===== src/sv/bayer_bilinear_demosaic_unit_assert.svh =====
// Assertion macros for the bilinear demosaic unit.
`ifndef BAYER_BILINEAR_DEMOSAIC_UNIT_ASSERT_SVH
`define BAYER_BILINEAR_DEMOSAIC_UNIT_ASSERT_SVH
// Implication checked on every clock edge outside reset.
`define BBD_ASSERT_IMP(label, clk, rst_n, a, c) \
  label: assert property (@(posedge clk) disable iff (!rst_n) (a) |-> (c)) \
    else $error("assertion failed");
// Implication whose consequent is checked in the cycle after the antecedent.
`define BBD_ASSERT_NEXT(label, clk, rst_n, a, c) \
  label: assert property (@(posedge clk) disable iff (!rst_n) (a) |=> (c)) \
    else $error("assertion failed");
`endif


===== src/sv/bbd_pkg.sv =====
// Package for the bilinear demosaic unit: constants, types, helpers.
package bbd_pkg;
  localparam int MAX_WIDTH_DEF  = 2048;
  localparam int MAX_HEIGHT_DEF = 4096;
  localparam int PIXEL_BITS_DEF = 16;
  localparam int LW_BITS = 12;
  localparam int FH_BITS = 13;
  localparam int CFG_ADDR_BITS = 1;
  localparam int CFG_DATA_BITS = 13;
  localparam logic [CFG_ADDR_BITS-1:0] REG_LINE_WIDTH   = 1'd0;
  localparam logic [CFG_ADDR_BITS-1:0] REG_FRAME_HEIGHT = 1'd1;

  typedef enum logic [1:0] {ST_IDLE, ST_READ, ST_CALC} bbd_state_t;

  typedef struct packed {
    logic restart;   // clear counters and window
    logic rd;        // issue line store read
    logic step;      // shift window, write stores, advance position
    logic load_out;  // capture result
  } bbd_cmd_t;

  typedef struct packed {
    logic emit;      // current item produces a result
  } bbd_sts_t;

  // divide a small sum by 1..4 (truncating); 3 uses a reciprocal
  function automatic logic [17:0] div_small(input logic [17:0] s, input logic [2:0] n);
    logic [37:0] p;
    begin
      p = 38'(s) * 38'd349526;
      case (n)
        3'd1: div_small = s;
        3'd2: div_small = s >> 1;
        3'd3: div_small = 18'(p >> 20);
        3'd4: div_small = s >> 2;
        default: div_small = '0;
      endcase
    end
  endfunction
endpackage


===== src/sv/bbd_ctrl.sv =====
// Controller state machine for the demosaic unit.
module bbd_ctrl import bbd_pkg::*; (
  input  logic clk,
  input  logic rst_n,
  input  logic cfg_we,
  input  logic in_fire,
  input  logic out_fire,
  input  bbd_sts_t sts,
  output logic in_ready,
  output logic out_valid,
  output bbd_cmd_t cmd
);
  `include "bayer_bilinear_demosaic_unit_assert.svh"
  bbd_state_t state_r, state_nxt;
  logic ov_r, ov_nxt;

  always_ff @(posedge clk) begin
    if (!rst_n) begin
      state_r <= ST_IDLE;
      ov_r <= 1'b0;
    end else begin
      state_r <= state_nxt;
      ov_r <= ov_nxt;
    end
  end

  always_comb begin
    state_nxt = state_r;
    ov_nxt = ov_r;
    cmd = '0;
    cmd.restart = cfg_we;
    in_ready = 1'b0;
    if (out_fire) ov_nxt = 1'b0;
    case (state_r)
      ST_IDLE: begin
        in_ready = !cfg_we;
        if (in_fire) begin
          cmd.rd = 1'b1;
          state_nxt = ST_READ;
        end
      end
      ST_READ: state_nxt = ST_CALC;
      ST_CALC: begin
        // hold here while the previous result still sits in the output register
        if (!sts.emit) begin
          cmd.step = 1'b1;
          state_nxt = ST_IDLE;
        end else if (!ov_r || out_fire) begin
          cmd.step = 1'b1;
          cmd.load_out = 1'b1;
          ov_nxt = 1'b1;
          state_nxt = ST_IDLE;
        end
      end
      default: state_nxt = ST_IDLE;
    endcase
  end

  assign out_valid = ov_r;

  `BBD_ASSERT_IMP(a_rdy_idle, clk, rst_n, in_ready, state_r == ST_IDLE)
  `BBD_ASSERT_NEXT(a_fire_read, clk, rst_n, in_fire, state_r == ST_READ)
  `BBD_ASSERT_IMP(a_load_free, clk, rst_n, cmd.load_out, !ov_r || out_fire)
endmodule


===== config.mk =====
export PLATFORM = sky130hd
export DESIGN_NAME = bbd_ctrl
export DESIGN_NICKNAME = d
export VERILOG_FILES = /design/src/sv/bbd_pkg.sv /design/src/sv/bbd_ctrl.sv
export VERILOG_INCLUDE_DIRS = /design/src /design/src/sv
export SDC_FILE = /design/constraint.sdc
export NUM_CORES = 1
export LEC_CHECK = 0
export BUFFER_PORTS_ARGS = -buffer_cell sky130_fd_sc_hd__buf_2
export CORE_AREA = 4 4 41 43
export CTS_CLUSTER_SIZE = 16
export DETAILED_ROUTE_END_ITERATION = 16
export DIE_AREA = 0 0 45 47
export PLACE_DENSITY = 0.3
export RECOVER_POWER = 50
export SKIP_CTS_REPAIR_TIMING = 1
export SLEW_MARGIN = 5
export SYNTH_ARGS = -nofsm -noshare
export SYNTH_HDL_FRONTEND = slang
export SYNTH_SLANG_ARGS = --single-unit

===== constraint.sdc =====
create_clock -name clk -period 0.85 [get_ports clk]
set_input_delay 0.0425 -clock clk [delete_from_list [all_inputs] [get_ports clk]]
set_output_delay 0.0425 -clock clk [all_outputs]
set_load 0.02 [all_outputs]

Word-level counts from Yosys, hierarchy flattened
Index checks and enable logic that the tools add are counted.
{ "totals": {"ff_bits": 3, "latchBits": 0, "ram_bits": 0, "romBits": 0, "input_bits": 6, "out_inout_bits": 6, "elab_cells": 26, "memories": 0} }
{ "classes": {"addsub": 0, "n_mul": 0, "div": 0, "order_cmp": 0, "eq_ne": 4, "shifts": 0, "muxes": 15, "bitwise_logic": 0, "reduce_logical": 5} }
{ "op_table": {"columns": ["operator", "n"], "rows": [
  ["two-way mux 2 bit", 5],
  ["two-way mux 1 bit", 9],
  ["one-hot mux 2 bit (3 select lines)", 1],
  ["inequality test 3 bit (second input constant)", 1],
  ["equality test 2 x 1 -> 1 bit (second input constant)", 1],
  ["equality test 2 bit (second input constant)", 1],
  ["logical NOT 1 bit", 2],
  ["logical NOT 2 bit", 1],
  ["inequality test 2 bit (second input constant)", 1],
  ["AND reduction 2 bit", 1],
  ["logical OR 1 bit", 1]
]} }

Logic depth before layout (Yosys ltp)
{ "depth": {"ltp_word": 5, "ltp_mapped": 2, "ltp_nobuf": 2} }

Worst setup path after synthesis
Ideal clock, no wire load.
{ "synth_timing": {"kind": "register -> output", "from": "reg ov_r (netlist: out_valid)", "to": "out cmd[1] (netlist bit)", "arrival_time_ps": 892, "required_ps": 808, "path_slack_ps": -85, "stages_incl_launch_ff": 3, "n_path_buf": 0, "path_cell_list": "dfxtp_1 nor2b_1 a21oi_1"} }
{ "synth_lines": {"columns": ["item", "line_no", "source"], "rows": [
  ["start: declaration", "bbd_ctrl.sv:15", "logic ov_r, ov_nxt;"],
  ["start signal: assignment", "bbd_ctrl.sv:23", "ov_r <= ov_nxt;"],
  ["end: declaration", "bbd_ctrl.sv:11", "output bbd_cmd_t cmd"]
]} }

==> impl_metrics.toml <==
[run_status]
outcome = "finished, violations left"
violations = "negative setup slack"

[grt]
grt_overflow_total = 0
grt_usage_pct = 5.21
grt_pass1_wl_um = 703
grt_pass1_vias = 171
grt_start_max_net_pins = 6
antenna_found_initial = 0

[worst_setup_path]
reg2reg_to = "state_r[1]"
cp.arrival_ns = 1.00
criticalPathCategory = "flop to output port"
critPathRequiredTime_ns = 0.81
rrSetupSlack_ns = 0.06
critPathMaxFanout = 5
worstSetupStartpointType = "flop"
end_kind = "output port"
r2r_cells = 2
worstReg2RegStart = "state_r[0]"

[final_layout]
fillers = 152
final_area_um2 = 312
area_growth_syn_to_layout_pct = 97.6
drive_gt1_share_pct = 74.2
utilization_pct = 23.9
multi_input_area_um2 = 123
diodes = 0
seqCellArea_um2 = 68.8
final_nets = 38

[sta]
relSlewSlack_pct = 83.6
hold_ws_ns = 0.0729
period_share_pct = 122
finalHoldViolCount = 0
fin_crit_ns = 1.04
worst_slack_ns = -0.190
rsz0062_at_grt = "yes"
finalSetupViolCount = 4
finalMaxSlewViolations = 0
fmax_mhz = 962
worst_pin_slew_ns = 0.248
skew_ns = 0.00377

[power]
sequentialPowerShare_pct = 31.2
p_switching_uw = 130
pwr-share-comb_pct = 18.0
leakagePower_uw = 0.000126
pwr-share-clk_pct = 50.9
total_power_uw = 499
internal_power_uw = 369
ir_drop_mv = 0.362
p_per_area_mw_per_mm2 = 1600
power.share.switching_pct = 26.1

[clocking]
cts_tree = "yes"
clk_latency_ns = 0.23
cts.clk_slew.worst_paths_ns = 0.04
cts-root-buf = "clkbuf_4"
clock_sinks = 3
ctsLongestPathBuffers = 2
cts_buffers = 3
htree_levels = 1

[route]
drt_iter0_drc = 0
vias_per_cell = 3.67
vias = 169
dr.pass1.iters = 1
drtAntennaViolNets = 0
wl_per_cell_um = 9.33
drc = 0
wirelength_um = 429

[floorplanning]
start_util_pct = 12.1
coreArea_mm2 = 0.00130
io_pins = 12
placementRows = 13
die_w_um = 45
die_area_mm2 = 0.00212
die_h_um = 47

[place]
dpl_cell_area_um2 = 244
gp_congestion = 0.622
portBuffers = 11
dpl_worst_slack_ns = 0.00762

[hold_path]
worstHoldPathType = "input port to flop"
hold_end = "state_r[0]"
hp-start = "rst_n"
hold_depth = 2

[logic_synthesis]
yosys_warnings = 0
syn-cell-area_um2 = 158
ys_ff_latch = 3
synth.distinct_cells = 13
synth_top_area_share_pct = 38.1
synth_area_leader_cell = "dfxtp_1"
synth-seq-area-share_pct = 38.1
syn_nets = 23
synth_cells = 17
avgSynthCellArea_um2 = 9.27
synth_area_leaders = "dfxtp_1 (38%), nand3b_1 (9.5%), nand2b_1 (7.9%)"

[run]
max_cap_violations = 0
routing by layer:
layer | global-route usage [%] | routed length (µm)
met5 | 0 | 0
met4 | 7.02 | 0
met3 | 2.30 | 27
met2 | 7.63 | 254
met1 | 4.75 | 147
critical path, cell delays in order, from the launching register on:
cell,delay (ns)
dfxtp_4,0.35
nand3b_1,0.18
nor2_2,0.11
buf_6,0.12
how the worst max path moves through the flow:
| stage | startpoint | to | slack (ns) | cells past startpoint |
|---|---|---|---|---|
| after floorplan | state_r[0] | state_r[0] | -0.007 | 2 |
| after global placement | state_r[0] | state_r[1] | -0.002 | 2 |
| after detailed placement | state_r[0] | cmd[1] | 0.008 | 3 |
| after CTS | out_valid | cmd[1] | -0.26 | 3 |
| after global routing | state_r[0] | cmd[0] | -0.25 | 3 |
| final | state_r[0] | cmd[0] | -0.19 | 3 |
power groups by stage:
stage,Clock (µW),Combinational [µW],Sequential (µW)
2_1_floorplan,0,46.7,160
3_3_place_gp,0,75.6,160
3_5_place_dp,0,75.2,160
4_1_cts,265,75.6,158
5_1_grt,281,97.7,157
6_report,254,89.6,155
metrics by stage:
step                       TNS, ns  cells
after global routing        -0.866     46
after detailed placement         0     42
after CTS                   -0.778     46
final                       -0.617     46
after floorplan           -0.00921     17
after global placement    -0.00249     42
kinds of logic (layout without fill, tap and decap cells):
family | after synthesis | after routing | share of synthesized area [%]
and+or+nand+nor | 10 | 10 | 41.3
AOI/OAI and AO/OA | 3 | 3 | 15.9
DFF | 3 | 3 | 38.1
buffers and inverters | 1 | 15 | 4.76
registers in the layout, summed over array words and instances (netlist names):
signal	count
out_valid	1
state_r	2
cells in the mapped netlist:
cell type	count
dfxtp_1	3
nor3_1	1
o31ai_2	1
a21oi_1	1
and2_1	1
nor3b_2	1
nand3b_1	2
nand2b_1	2
nand2_1	1
nor2b_1	1
a21boi_0	1
nor2_1	1
buf_4	1
final cells by class:
cell class / count / share of cell area [%]
Tap cell: 15 / 6.02
Multi-Input combinational cell: 13 / 39.4
Timing Repair Buffer: 11 / 24.1
Clock buffer: 4 / 8.43
Sequential cell: 3 / 22.1
layout by cell type, fill, tap and decap left out, types with 2 or more instances in the layout:
cell type / instances
clkbuf_4: 3
buf_6: 3
dfxtp_4: 2
nand3b_1: 2
buf_2: 5
clkbuf_1: 2
Power figures use the tool's default switching activity.
